$ cat config.mk
export PLATFORM = sky130hd
export DESIGN_NAME = adam_ctrl
export DESIGN_NICKNAME = d
export VERILOG_FILES = /design/src/sv/adam_pkg.sv /design/src/sv/adam_ctrl.sv
export VERILOG_INCLUDE_DIRS = /design/src /design/src/sv
export SDC_FILE = /design/constraint.sdc
export NUM_CORES = 1
export LEC_CHECK = 0
export BUFFER_PORTS_ARGS = -buffer_cell sky130_fd_sc_hd__clkbuf_2
export CAP_MARGIN = 20
export CORE_UTILIZATION = 45
export DETAILED_ROUTE_END_ITERATION = 8
export GPL_TIMING_DRIVEN = 1
export PLACE_DENSITY = 0.73
export SLEW_MARGIN = 40
export SYNTH_ARGS = -nofsm -noshare
export SYNTH_HDL_FRONTEND = slang
export SYNTH_SLANG_ARGS = --single-unit
$ cat constraint.sdc
create_clock -name clk -period 2.1 [get_ports clk]
set_input_delay 0.21 -clock clk [delete_from_list [all_inputs] [get_ports clk]]
set_output_delay 0.21 -clock clk [all_outputs]
set_load 0.02 [all_outputs]
$ cat src/sv/adam_optimizer_update_core_macros.svh
// Assertion helpers used by the adam_ctrl RTL file.
`ifndef ADAM_OPTIMIZER_UPDATE_CORE_MACROS_SVH
`define ADAM_OPTIMIZER_UPDATE_CORE_MACROS_SVH

// same-cycle implication
`define ADAM_ASSERT_IMP(lbl, ante, cons, msg) \
  lbl: assert property (@(posedge clk) disable iff (rst) (ante) |-> (cons)) else $error(msg);

// next-cycle implication
`define ADAM_ASSERT_NXT(lbl, ante, cons, msg) \
  lbl: assert property (@(posedge clk) disable iff (rst) (ante) |=> (cons)) else $error(msg);

`endif

$ cat src/sv/adam_pkg.sv
package adam_pkg;

  localparam int NumWeights = 1024;
  localparam int IdxW       = 10;
  localparam int DivSteps   = 48;
  localparam int SqrtSteps  = 32;

  typedef struct packed {
    logic signed [31:0] gradient;
    logic [IdxW-1:0]    weight_index;
    logic               advance_step;
  } in_beat_t;

  typedef struct packed {
    logic signed [31:0] update_value;
    logic               saturated;
  } out_beat_t;

  typedef struct packed {
    logic [15:0] beta_first;
    logic [15:0] beta_second;
    logic [15:0] epsilon;
  } cfg_t;

  // register map indexes
  localparam logic [1:0] REG_BETA_FIRST  = 2'd0;
  localparam logic [1:0] REG_BETA_SECOND = 2'd1;
  localparam logic [1:0] REG_EPSILON     = 2'd2;

  // datapath operations
  localparam logic [4:0] OP_IDLE = 5'd0;
  localparam logic [4:0] OP_CLR  = 5'd1;
  localparam logic [4:0] OP_LOAD = 5'd2;
  localparam logic [4:0] OP_PW1  = 5'd3;
  localparam logic [4:0] OP_PW2  = 5'd4;
  localparam logic [4:0] OP_PW3  = 5'd5;
  localparam logic [4:0] OP_RD   = 5'd6;
  localparam logic [4:0] OP_MA   = 5'd7;
  localparam logic [4:0] OP_MB   = 5'd8;
  localparam logic [4:0] OP_MC   = 5'd9;
  localparam logic [4:0] OP_MD   = 5'd10;
  localparam logic [4:0] OP_ME   = 5'd11;
  localparam logic [4:0] OP_MF   = 5'd12;
  localparam logic [4:0] OP_DM   = 5'd13;
  localparam logic [4:0] OP_DV   = 5'd14;
  localparam logic [4:0] OP_SQ   = 5'd15;
  localparam logic [4:0] OP_DQ   = 5'd16;
  localparam logic [4:0] OP_FIN  = 5'd17;

  typedef struct packed {
    logic [4:0]      op;
    logic [IdxW-1:0] clr_addr;
  } cmd_t;

  typedef struct packed {
    logic adv;
    logic div_done;
    logic sqrt_done;
  } stat_t;

endpackage

$ cat src/sv/adam_ctrl.sv
`include "adam_optimizer_update_core_macros.svh"

module adam_ctrl (
  input  logic            clk,
  input  logic            rst,
  input  logic            in_valid,
  output logic            in_stall,
  output logic            out_valid,
  input  logic            out_stall,
  input  adam_pkg::stat_t stat,
  output adam_pkg::cmd_t  cmd
);
  import adam_pkg::*;

  localparam logic [4:0] S_CLEAR = 5'd0;
  localparam logic [4:0] S_IDLE  = 5'd1;
  localparam logic [4:0] S_PW1   = 5'd2;
  localparam logic [4:0] S_PW2   = 5'd3;
  localparam logic [4:0] S_PW3   = 5'd4;
  localparam logic [4:0] S_RD    = 5'd5;
  localparam logic [4:0] S_MA    = 5'd6;
  localparam logic [4:0] S_MB    = 5'd7;
  localparam logic [4:0] S_MC    = 5'd8;
  localparam logic [4:0] S_MD    = 5'd9;
  localparam logic [4:0] S_ME    = 5'd10;
  localparam logic [4:0] S_MF    = 5'd11;
  localparam logic [4:0] S_DM    = 5'd12;
  localparam logic [4:0] S_WDM   = 5'd13;
  localparam logic [4:0] S_WDV   = 5'd14;
  localparam logic [4:0] S_WSQ   = 5'd15;
  localparam logic [4:0] S_WDQ   = 5'd16;
  localparam logic [4:0] S_FIN   = 5'd17;

  logic [4:0]      state, state_next;
  logic [IdxW-1:0] clr_cnt;
  logic            out_free;

  assign in_stall = state != S_IDLE;
  assign out_free = !out_valid || !out_stall;

  always_comb begin
    state_next   = state;
    cmd.op       = OP_IDLE;
    cmd.clr_addr = clr_cnt;
    unique case (state)
      S_CLEAR: begin
        cmd.op = OP_CLR;
        if (clr_cnt == IdxW'(NumWeights - 1)) state_next = S_IDLE;
      end
      S_IDLE: begin
        if (in_valid) begin
          cmd.op     = OP_LOAD;
          state_next = S_PW1;
        end
      end
      S_PW1: begin
        if (stat.adv) begin
          cmd.op     = OP_PW1;
          state_next = S_PW2;
        end else begin
          cmd.op     = OP_RD;
          state_next = S_MA;
        end
      end
      S_PW2: begin cmd.op = OP_PW2; state_next = S_PW3; end
      S_PW3: begin cmd.op = OP_PW3; state_next = S_RD;  end
      S_RD:  begin cmd.op = OP_RD;  state_next = S_MA;  end
      S_MA:  begin cmd.op = OP_MA;  state_next = S_MB;  end
      S_MB:  begin cmd.op = OP_MB;  state_next = S_MC;  end
      S_MC:  begin cmd.op = OP_MC;  state_next = S_MD;  end
      S_MD:  begin cmd.op = OP_MD;  state_next = S_ME;  end
      S_ME:  begin cmd.op = OP_ME;  state_next = S_MF;  end
      S_MF:  begin cmd.op = OP_MF;  state_next = S_DM;  end
      S_DM:  begin cmd.op = OP_DM;  state_next = S_WDM; end
      S_WDM: begin
        if (stat.div_done) begin cmd.op = OP_DV; state_next = S_WDV; end
      end
      S_WDV: begin
        if (stat.div_done) begin cmd.op = OP_SQ; state_next = S_WSQ; end
      end
      S_WSQ: begin
        if (stat.sqrt_done) begin cmd.op = OP_DQ; state_next = S_WDQ; end
      end
      S_WDQ: begin
        if (stat.div_done) state_next = S_FIN;
      end
      S_FIN: begin
        if (out_free) begin cmd.op = OP_FIN; state_next = S_IDLE; end
      end
      default: state_next = S_IDLE;
    endcase
  end

  always_ff @(posedge clk) begin
    if (rst) begin
      state     <= S_CLEAR;
      clr_cnt   <= '0;
      out_valid <= 1'b0;
    end else begin
      state <= state_next;
      if (state == S_CLEAR) clr_cnt <= clr_cnt + 1'b1;
      if (cmd.op == OP_FIN) out_valid <= 1'b1;
      else if (!out_stall)  out_valid <= 1'b0;
    end
  end

  `ADAM_ASSERT_NXT(a_accept_starts, in_valid && !in_stall, state == S_PW1, "accept did not start an item")
  `ADAM_ASSERT_NXT(a_fin_fills_out, cmd.op == OP_FIN, out_valid, "result beat not presented")
  `ADAM_ASSERT_NXT(a_wdq_to_fin, state == S_WDQ && stat.div_done, state == S_FIN, "quotient lost")

endmodule

### Word level (Yosys, flattened, before mapping)

Cells that the tools add are included.

* register bits: 16
* input port bits: 7
* output and inout bits: 17
* logic and storage cells: 54

* add/sub/neg operators: 1
* equality and inequality tests: 28
* multiplexer cells: 17
* reduce and logical (&&, ||, !) cells: 5

Operator list (count)
* $pmux W5 S18: 1
* $pmux W5 S17: 1
* $mux W5: 9
* $eq A5 B4 Y1 const B: 8
* $eq A5 B3 Y1 const B: 4
* $eq A5 B5 Y1 const B: 3
* $ne A2 B2 Y1 const B: 7
* $add A10 B1 Y10 const B: 1
* $eq A10 B10 Y1 const B: 1
* $eq A5 B2 Y1 const B: 2
* $mux W4: 2
* $reduce_and A7 Y1: 1
* $eq A5 B1 Y1 const B: 1
* $logic_not A5 Y1: 1
* $ne A5 B1 Y1 const B: 1
* $mux W3: 1
* $logic_not A1 Y1: 2
* $mux W1: 2
* $mux W2: 1
* $ne A2 B1 Y1 const B: 1
* $logic_or A1 B1 Y1: 1

### Logic depth before layout (Yosys ltp)

Gate-level depths: netlist of run 1.

* word-level depth: 6
* gate-level depth with buffers: 6
* mapped depth without buffers: 6

### Worst setup path before layout of run 1

OpenSTA, ideal clock, no wires.

* path type: register to register
* start point: reg state[1]
* end point: reg state[2]
* arrival time: 1768 ps
* required time: 2026 ps
* setup slack: 258 ps
* cell stages (with the launch flop): 7
* path buffers: 1
* period minus slack after synthesis: 1842 ps
* path through: dfxtp_1 > buf_2 > mux2_2 > and3_1 > nor4_2 > inv_1 > o21ai_0

* longest elaborated chain between the ends: 3
* elaborated cells on any way between the ends: 27
* those cells by class: eq/ne (24); mux (1); reduce/logical (2)

Ends and longest elaborated chain
* from (decl): RTL line adam_ctrl.sv:34 `logic [4:0] state, state_next;`
* from (signal assigned): RTL line adam_ctrl.sv:100 `state <= state_next;`
* $eq A5 B5 Y1, or another cell as far along: RTL line adam_ctrl.sv:45 `unique case (state)`
* $ne A2 B2 Y1 (no source line)
* $reduce_and A7 Y1 (no source line)

Parallel ways exist; a longest one is shown, timed or not.
A chain may end at the register's enable or synchronous reset.

==> run summary, run 1 <==
- count of maximum capacitance violations: 0
- Final setup viols: 0
- DRC marker count from the first detailed-route iteration: 9
- Cells after DPL: 160
- Core Area: 1980 sq um
- worst-case setup slack after placement: 0.237 ns
- number of primary I/O pins: 24
- Die H: 48.2 um
- leading cell types by total area after synthesis: sky130_fd_sc_hd__dfxtp_1, sky130_fd_sc_hd__xnor2_1, sky130_fd_sc_hd__nor2_1, sky130_fd_sc_hd__xor2_1, sky130_fd_sc_hd__nand2_1
- minimum setup slack in the final design: 0.0808 ns
- Total Negative Setup Slacks: 0 ns
- clock latency on the worst-skew pair: 0.28 ns
- post-DR vias/cell: 5.38
- peak clock frequency supported by timing: 495 MHz
- CTS Buffer Depth: 2
- Reg2Reg Depth: 5
- post-route cell area: 1120 sq um
- residual overflow from global routing: 0
- worst hold-check slack: 0.232 ns
- number of setup buffers added after CTS: 0
- stage delay of the slowest cell on the critical path: 0.49 ns
- wire length of the first global-routing pass: 3150 um
- Critical path buffers and inverters: 1
- first-pass iteration count of the detailed router: 4
- register clock-pin slew on the reported worst setup and hold paths: 0.09 ns
- via count of the first global-routing pass: 746
- number of antenna violations at the first check in global routing: 0
- clock group share of total power: 0.172
- TritonCTS Sinks: 16
- leakage power: 0.461 nW
- final standard cell count with taps included and fillers excluded: 164
- sequential cell fraction of total power: 0.388
- minimum clock period: 2.02 ns
- Rel. slew slack: 0.698
- last element of the critical path: cmd[12]
- commonest cells after routing, fill and taps aside: sky130_fd_sc_hd__clkbuf_2, sky130_fd_sc_hd__dfxtp_1, sky130_fd_sc_hd__nor2_1
- WL per Instance: 11.9 um
- Crit-path slowest cell: sky130_fd_sc_hd__dfxtp_2
- worst setup path class: reg2out
- run status: finished clean
- Yosys cell types: 45
- Data arrival, critical path: 1.81 ns
- synth warn: 0
- count of final hold-check violations: 0
- cell type group with the largest total delay on the critical path: flip-flops
- minimum setup slack among reg-to-reg paths: 0.25 ns
- synth-to-layout area growth: 17.1%
- Total GRT Usage: 0.192
- most frequent standard cell in the layout excluding fill and tap cells: sky130_fd_sc_hd__clkbuf_2
- final worst clock skew: 0.00636 ns
- clock tree from TritonCTS: built
- htree depth: 1
- P_int: 679 uW
- post-route antenna net violation count: 0
- global placer's final weighted congestion: 0.837
- mean instance size in the synthesized netlist: 8.27 sq um
- destination of the worst register-to-register timing path: state[4]
- Worst R2R Start: state[3]
- detailed-route wire length: 1950 um
- Slew @ Worst Pin: 0.453 ns
- ratio of total power to cell area: 1040 nW/um^2
- count of cell instances traversed by the critical path: 4
- sequential element share of the synthesized area: 0.334
- post-synthesis instance total: 116
- layout cell share with drive strength beyond 1: 0.285
- startpoint of the most critical setup path: state[1]
- I/O Buffers: 23
- final core occ: 0.567
- initial standard-cell utilization of the core: 0.484
- root cell of the clock tree: sky130_fd_sc_hd__clkbuf_4
- count of vias placed by the detailed router: 883
- worst ir drop on vdd: 0.624 mV
- placed standard-cell area: 1080 sq um
- CTS Buf Count: 3
- synthesized area: 960 sq um
- portion of synthesized cell area occupied by the leading cell type: 0.334
- register bit total from synthesis: 16
- floorplan die area: 2320 sq um
- number of remaining DRC errors: 0
- series of cell instances along the critical path: mux2_2 > and3_1 > nor4_2 > clkbuf_2
- count of pins over their slew limit: 0
- overall power: 1.17 mW
- fraction of power spent switching nets: 0.418
- reported net switching power: 488 uW
- worst endpoint required time: 1.89 ns
- cell taking the most area after synthesis: sky130_fd_sc_hd__dfxtp_1
- floorplan die width: 48.2 um
- fin crit share: 0.962
- unrepaired setup endpoints after global routing: false
- category of the worst setup path capture point: output port
- nets@finish: 146
- number of rows in the core area: 16
- maximum number of pins on one net before global-route repair: 19
- Critical Path Source Type: register
- Hold WC Path Type: in2reg
- nets in the synthesized netlist: 124
- power share of the combinational group: 0.440
- CP Max Fanout: 14
- antenna diode count: 0
-- timing repair --
| item | in CTS | in global routing |
|---|---|---|
| resized for setup | 2 | 1 |
| gates cloned | 0 | 0 |
| setup endpoints to repair | 2 | 1 |
| pin swaps | 0 | 0 |
| hold buffers | 0 | 0 |
-- flip-flops by register name, indices dropped and copies added (netlist names) --
name       flops
clr_cnt       10
out_valid      1
state          5
-- synth_stat cells (all sizes together) --
cell and n:
a211oi 1, a21oi 6, a221o 1, a32o 2
and2b 1, and3 4, and4 1, buf 6
clkbuf 2, dfxtp 16, ha 1, inv 3
mux2 1, mux2i 1, nand2 10, nand2b 1
nand3 5, nand3b 1, nand4 1, nor2 14
nor2b 2, nor3 4, nor4 2, nor4b 1
o211ai 1, o21a 2, o21ai 6, o21ba 1
o21bai 1, o2bb2ai 1, o311ai 1, o31ai 1
o41ai 1, or2b 1, or3 1, or4 1
xnor2 6, xor2 5
-- power groups by stage --
stage	clock network, mW	logic [mW]	registers (mW)
5_1_grt	0.220	0.569	0.463
3_3_place_gp	0	0.494	0.446
2_1_floorplan	0	0.434	0.407
6_report	0.201	0.514	0.453
3_5_place_dp	0	0.510	0.452
4_1_cts	0.211	0.515	0.450
-- tightest hold or removal path, stage by stage --
cell	delay, ns
sky130_fd_sc_hd__clkbuf_2	0.09
sky130_fd_sc_hd__nand2_1	0.10
sky130_fd_sc_hd__a21oi_1	0.07
-- per-layer routing --
| layer | GRT usage | part of all wire |
|---|---|---|
| met2 | 0.301 | 0.46 |
| met1 | 0.264 | 0.50 |
| met3 | 0.0667 | 0.041 |
| met4 | 0.0167 | 0 |
| met5 | 0 | 0 |
-- layout make-up --
cell class	instances	area, sq um
flip-flops and latches	16	323
multi-input cells	89	589
repair buffers	25	130
clock buffers	4	36.3
fillers	190	858
inverters	3	11.3
well taps	27	33.8
-- cell families after synthesis --
| family | Yosys count | share of synthesized area |
|---|---|---|
| compound gates | 25 | 0.180 |
| xor+xnor | 11 | 0.100 |
| fa+ha+maj | 1 | 0.0130 |
| buf+inv | 11 | 0.0587 |
| flops | 16 | 0.334 |
| mux | 2 | 0.0222 |
| simple gates | 50 | 0.292 |
-- worst min path at each step --
stage / start / to / slack (ns) / depth (start not counted)
2_1_floorplan: out_stall / out_valid / 0.40 / 2
3_5_place_dp: clr_cnt[1] / clr_cnt[1] / 0.51 / 2
6_report: out_stall / out_valid / 0.23 / 3
3_3_place_gp: clr_cnt[1] / clr_cnt[1] / 0.51 / 2
4_1_cts: out_stall / out_valid / 0.24 / 3
5_1_grt: out_stall / out_valid / 0.25 / 3
Note: power is estimated with default switching activity, not from simulation.
==> inputs of run 2 (changes only) <==
--- a/config.mk
+++ b/config.mk
@@ -8,10 +8,11 @@
 export LEC_CHECK = 0
 export BUFFER_PORTS_ARGS = -buffer_cell sky130_fd_sc_hd__clkbuf_2
 export CAP_MARGIN = 20
-export CORE_UTILIZATION = 45
+export CORE_UTILIZATION = 54
+export CTS_BUF_LIST = sky130_fd_sc_hd__clkbuf_4
 export DETAILED_ROUTE_END_ITERATION = 8
 export GPL_TIMING_DRIVEN = 1
-export PLACE_DENSITY = 0.73
+export PLACE_DENSITY = 0.85
 export SLEW_MARGIN = 40
 export SYNTH_ARGS = -nofsm -noshare
 export SYNTH_HDL_FRONTEND = slang
==> run 2 against run 1 <==
Against the previous run:
- the run now ends with DRC left
- global-route usage increased by 2.7 points
- first-iteration DRC count increased by 56%
- setup slack improved by 0.091 ns
==> run summary, run 2 (synthesis results as in run 1) <==
- Worst R2R Start: state[3]
- category of the worst setup path capture point: output port
- via count of the first global-routing pass: 794
- nets@finish: 146
- detailed-route wire length: 2010 um
- startpoint of the most critical setup path: state[1]
- worst endpoint required time: 1.89 ns
- Hold WC Path Type: in2reg
- Die H: 44.2 um
- global placer's final weighted congestion: 0.859
- floorplan die area: 1950 sq um
- placed standard-cell area: 1060 sq um
- power share of the combinational group: 0.456
- maximum number of pins on one net before global-route repair: 19
- run status: finished with violations
- Core Area: 1580 sq um
- clock latency on the worst-skew pair: 0.28 ns
- Cells after DPL: 149
- most frequent standard cell in the layout excluding fill and tap cells: sky130_fd_sc_hd__clkbuf_2
- htree depth: 1
- registers with the most flip-flops: clr_cnt: 10 flops, state: 5 flops, out_valid: 1 flops
- DRC marker count from the first detailed-route iteration: 14
- number of remaining DRC errors: 1
- post-DR vias/cell: 5.80
- post-route cell area: 1100 sq um
- synth-to-layout area growth: 14.2%
- sequential cell fraction of total power: 0.400
- P_int: 644 uW
- Critical Path Source Type: register
- I/O Buffers: 23
- floorplan die width: 44.2 um
- CTS Buffer Depth: 2
- worst ir drop on vdd: 0.546 mV
- Final setup viols: 0
- minimum clock period: 1.93 ns
- hold_sp: out_stall
- worst hold-check slack: 0.223 ns
- WL per Instance: 13.1 um
- clock group share of total power: 0.145
- leakage power: 0.453 nW
- initial standard-cell utilization of the core: 0.609
- post-route antenna net violation count: 0
- commonest cells after routing, fill and taps aside: sky130_fd_sc_hd__clkbuf_2, sky130_fd_sc_hd__dfxtp_1, sky130_fd_sc_hd__nor2_1
- final core occ: 0.695
- violated checks: DRC
- fin crit share: 0.918
- count of final hold-check violations: 0
- wire length of the first global-routing pass: 3250 um
- post-detail-place hpwl: 1420 um
- residual overflow from global routing: 0
- ratio of total power to cell area: 1040 nW/um^2
- worst setup path class: reg2out
- CTS Buf Count: 3
- final worst clock skew: 0.00387 ns
- flip-flop count of the largest register, all copies and words added: 10
- Data arrival, critical path: 1.72 ns
- fraction of power spent switching nets: 0.433
- antenna diode count: 0
- TritonCTS Sinks: 16
- post-CTS sizing: 1
- number of setup buffers added after CTS: 0
- unrepaired setup endpoints after global routing: false
- final standard cell count with taps included and fillers excluded: 153
- first-pass iteration count of the detailed router: 6
- number of rows in the core area: 14
- peak clock frequency supported by timing: 519 MHz
- clock tree from TritonCTS: built
- number of antenna violations at the first check in global routing: 0
- root cell of the clock tree: sky130_fd_sc_hd__clkbuf_4
- layout cell share with drive strength beyond 1: 0.270
- Total Negative Setup Slacks: 0 ns
- number of primary I/O pins: 24
- CTS hold repair buffers: 0
- reported net switching power: 493 uW
- Total GRT Usage: 0.219
- CP Max Fanout: 14
- count of pins over their slew limit: 0
- Rel. slew slack: 0.704
- register clock-pin slew on the reported worst setup and hold paths: 0.09 ns
- count of maximum capacitance violations: 0
- Slew @ Worst Pin: 0.443 ns
- count of vias placed by the detailed router: 888
- register name with the most flops: clr_cnt
## run 2: cell count changes in the layout (fill, tap and decap cells not counted), sizes merged
cell,before,now
clkbuf,27,26
clkinv,0,1
## run 2: layer usage
layer	vias up	global-route usage	share of wire
met4	0	0.0424	0
li1	452	-	-
met1	408	0.289	0.49
met3	0	0.0776	0.045
met2	28	0.347	0.46
met5	-	0	0
## run 2: worst max-delay path, cell delays in order, from the launching register on
cell                       delay [ns]
sky130_fd_sc_hd__dfxtp_4         0.43
sky130_fd_sc_hd__mux2_2          0.34
sky130_fd_sc_hd__and3_1          0.19
sky130_fd_sc_hd__nor4_2          0.25
sky130_fd_sc_hd__clkbuf_2        0.22
## run 2: final cells by class
cell class              instances  area (sq um)
fillers                       144           480
inverters                       3          11.3
clock buffers                   3          22.5
repair buffers                 25           130
flip-flops and latches         16           325
clock inverters                 1          3.75
well taps                      16          20.0
multi-input cells              89           583
## run 2: metrics by stage
stage | setup WS (ns) | total power [mW]
floorplan | 0.258 | 0.841
global route | 0.0264 | 1.22
CTS | 0.0708 | 1.13
detailed placement | 0.266 | 0.957
finish | 0.172 | 1.14
global placement | 0.320 | 0.937
## run 2: power by group through the flow
stage	registers [mW]	logic, mW	clock network [mW]
finish	0.454	0.518	0.165
floorplan	0.407	0.434	0
global route	0.468	0.569	0.187
global placement	0.444	0.493	0
CTS	0.445	0.517	0.171
detailed placement	0.449	0.508	0
## run 2: final timing paths
check / cells past startpoint / slack (ns) / endpoint
worst max-delay path: 4 / 0.17 / cmd[12]
worst min-delay path: 3 / 0.22 / out_valid
worst max register to register: 5 / 0.25 / state[4]
worst min register to register: 2 / 0.54 / clr_cnt[1]
==> inputs of run 3 (changes only) <==
--- a/config.mk
+++ b/config.mk
@@ -9,7 +9,7 @@
 export BUFFER_PORTS_ARGS = -buffer_cell sky130_fd_sc_hd__clkbuf_2
 export CAP_MARGIN = 20
 export CORE_UTILIZATION = 54
-export CTS_BUF_LIST = sky130_fd_sc_hd__clkbuf_4
+export CTS_BUF_LIST = sky130_fd_sc_hd__clkbuf_2 sky130_fd_sc_hd__clkbuf_4 sky130_fd_sc_hd__clkbuf_8
 export DETAILED_ROUTE_END_ITERATION = 8
 export GPL_TIMING_DRIVEN = 1
 export PLACE_DENSITY = 0.85
==> run 3 against run 2 <==
Against the previous run:
- routed wire length increased by 1.1%
- via count decreased by 0.56%
- the run still ends with DRC left
- die area unchanged
- count of clock-buffer cells in the layout increased by 1
- clock power increased by 24%
==> run summary, run 3 (synthesis results as in run 1) <==
- run status: finished with violations
- violated checks: DRC
- CTS Buffer Depth: 2
- first-pass iteration count of the detailed router: 6
- clock tree from TritonCTS: built
- number of rows in the core area: 14
- peak clock frequency supported by timing: 518 MHz
- stage delay of the slowest cell on the critical path: 0.43 ns
- series of cell instances along the critical path: mux2_2 > and3_1 > nor4_2 > clkbuf_2
- ratio of total power to cell area: 1060 nW/um^2
- cell type group with the largest total delay on the critical path: simple AND/OR/NAND/NOR gates
- commonest cells after routing, fill and taps aside: sky130_fd_sc_hd__clkbuf_2, sky130_fd_sc_hd__dfxtp_1, sky130_fd_sc_hd__nor2_1
- maximum number of pins on one net before global-route repair: 19
- final core occ: 0.702
- worst setup path class: reg2out
- wire length of the first global-routing pass: 3250 um
- floorplan die width: 44.2 um
- I/O Buffers: 23
- minimum clock period: 1.93 ns
- number of setup buffers added after CTS: 0
- minimum setup slack in the final design: 0.169 ns
- floorplan die area: 1950 sq um
- Die H: 44.2 um
- most frequent standard cell in the layout excluding fill and tap cells: sky130_fd_sc_hd__clkbuf_2
- Worst R2R Start: state[3]
- Rel. slew slack: 0.710
- WL per Instance: 13.3 um
- via count of the first global-routing pass: 794
- Critical path buffers and inverters: 1
- worst-case setup slack after placement: 0.266 ns
- worst endpoint required time: 1.89 ns
- DRC marker count from the first detailed-route iteration: 17
- Final setup viols: 0
- Core Area: 1580 sq um
- flip-flop count of the largest register, all copies and words added: 10
- initial standard-cell utilization of the core: 0.609
- Hold WC Path Type: in2reg
- number of remaining DRC errors: 1
- Crit-path slowest cell: sky130_fd_sc_hd__dfxtp_4
- htree depth: 1
- clock latency on the worst-skew pair: 0.29 ns
- Slew @ Worst Pin: 0.434 ns
- register name with the most flops: clr_cnt
- detailed-route wire length: 2030 um
- antenna diode count: 0
- CTS Buf Count: 3
- post-DR vias/cell: 5.77
- nets@finish: 146
- Data arrival, critical path: 1.72 ns
- count of pins over their slew limit: 0
- post-detail-place hpwl: 1420 um
- synth-to-layout area growth: 15.3%
- Cells after DPL: 149
- register clock-pin slew on the reported worst setup and hold paths: 0.09 ns
- category of the worst setup path capture point: output port
- overall power: 1.18 mW
- hold_sp: out_stall
- CP Max Fanout: 14
- Critical Path Source Type: register
- number of primary I/O pins: 24
- registers with the most flip-flops: clr_cnt: 10 flops, state: 5 flops, out_valid: 1 flops
- TritonCTS Sinks: 16
- final standard cell count with taps included and fillers excluded: 153
- Total GRT Usage: 0.219
- leakage power: 0.459 nW
- count of vias placed by the detailed router: 883
- fillcell total: 142
- layout cell share with drive strength beyond 1: 0.277
- startpoint of the most critical setup path: state[1]
- post-route antenna net violation count: 0
- unrepaired setup endpoints after global routing: false
- number of antenna violations at the first check in global routing: 0
- root cell of the clock tree: sky130_fd_sc_hd__clkbuf_4
- count of final hold-check violations: 0
- global placer's final weighted congestion: 0.859
- residual overflow from global routing: 0
- count of maximum capacitance violations: 0
- fin crit share: 0.919
- Total Negative Setup Slacks: 0 ns
- final worst clock skew: 0.00377 ns
- worst ir drop on vdd: 0.545 mV
## run 3: cell type report
type,count,area [sq um],share of cell area
Clock buffer,4,36.3,0.0328
Inverter,3,11.3,0.0102
Multi-Input combinational cell,89,583,0.527
Sequential cell,16,325,0.294
Tap cell,16,20.0,0.0181
Timing Repair Buffer,25,130,0.118
## run 3: timing repair
item	CTS	global route
gates resized for setup	1	2
pin swaps	0	0
hold buffers	0	0
setup endpoints to repair	1	4
## run 3: worst paths after layout
| check | endpoint | slack [ns] | cells past startpoint |
|---|---|---|---|
| worst max-delay path | cmd[12] | 0.17 | 4 |
| worst min-delay path | out_valid | 0.22 | 3 |
| worst max register to register | state[4] | 0.24 | 5 |
| worst min register to register | clr_cnt[1] | 0.54 | 2 |
## run 3: report_power, final
group | internal (mW) | total [mW] | switching (mW)
combinational | 0.222 | 0.517 | 0.295
sequential | 0.353 | 0.455 | 0.102
clock | 0.106 | 0.204 | 0.0978
## run 3: worst reg2reg max path, cell delays in order, from the launching register on
cell	delay, ns
sky130_fd_sc_hd__dfxtp_1	0.60
sky130_fd_sc_hd__nor4_1	0.13
sky130_fd_sc_hd__o2bb2ai_1	0.16
sky130_fd_sc_hd__a221o_2	0.39
sky130_fd_sc_hd__or3_1	0.38
sky130_fd_sc_hd__a21oi_1	0.14
## run 3: per-layer routing
| layer | track usage | part of all wire | vias to the layer above |
|---|---|---|---|
| met5 | 0 | 0 | - |
| li1 | - | - | 453 |
| met2 | 0.347 | 0.47 | 27 |
| met1 | 0.289 | 0.48 | 403 |
| met4 | 0.0424 | 0 | 0 |
| met3 | 0.0776 | 0.051 | 0 |
## run 3: through the flow
step | hold WS (ns) | cell area [sq um]
2_1_floorplan | 0.399 | 960
3_3_place_gp | 0.509 | 1060
3_5_place_dp | 0.525 | 1060
4_1_cts | 0.209 | 1100
5_1_grt | 0.237 | 1110
6_report | 0.218 | 1110
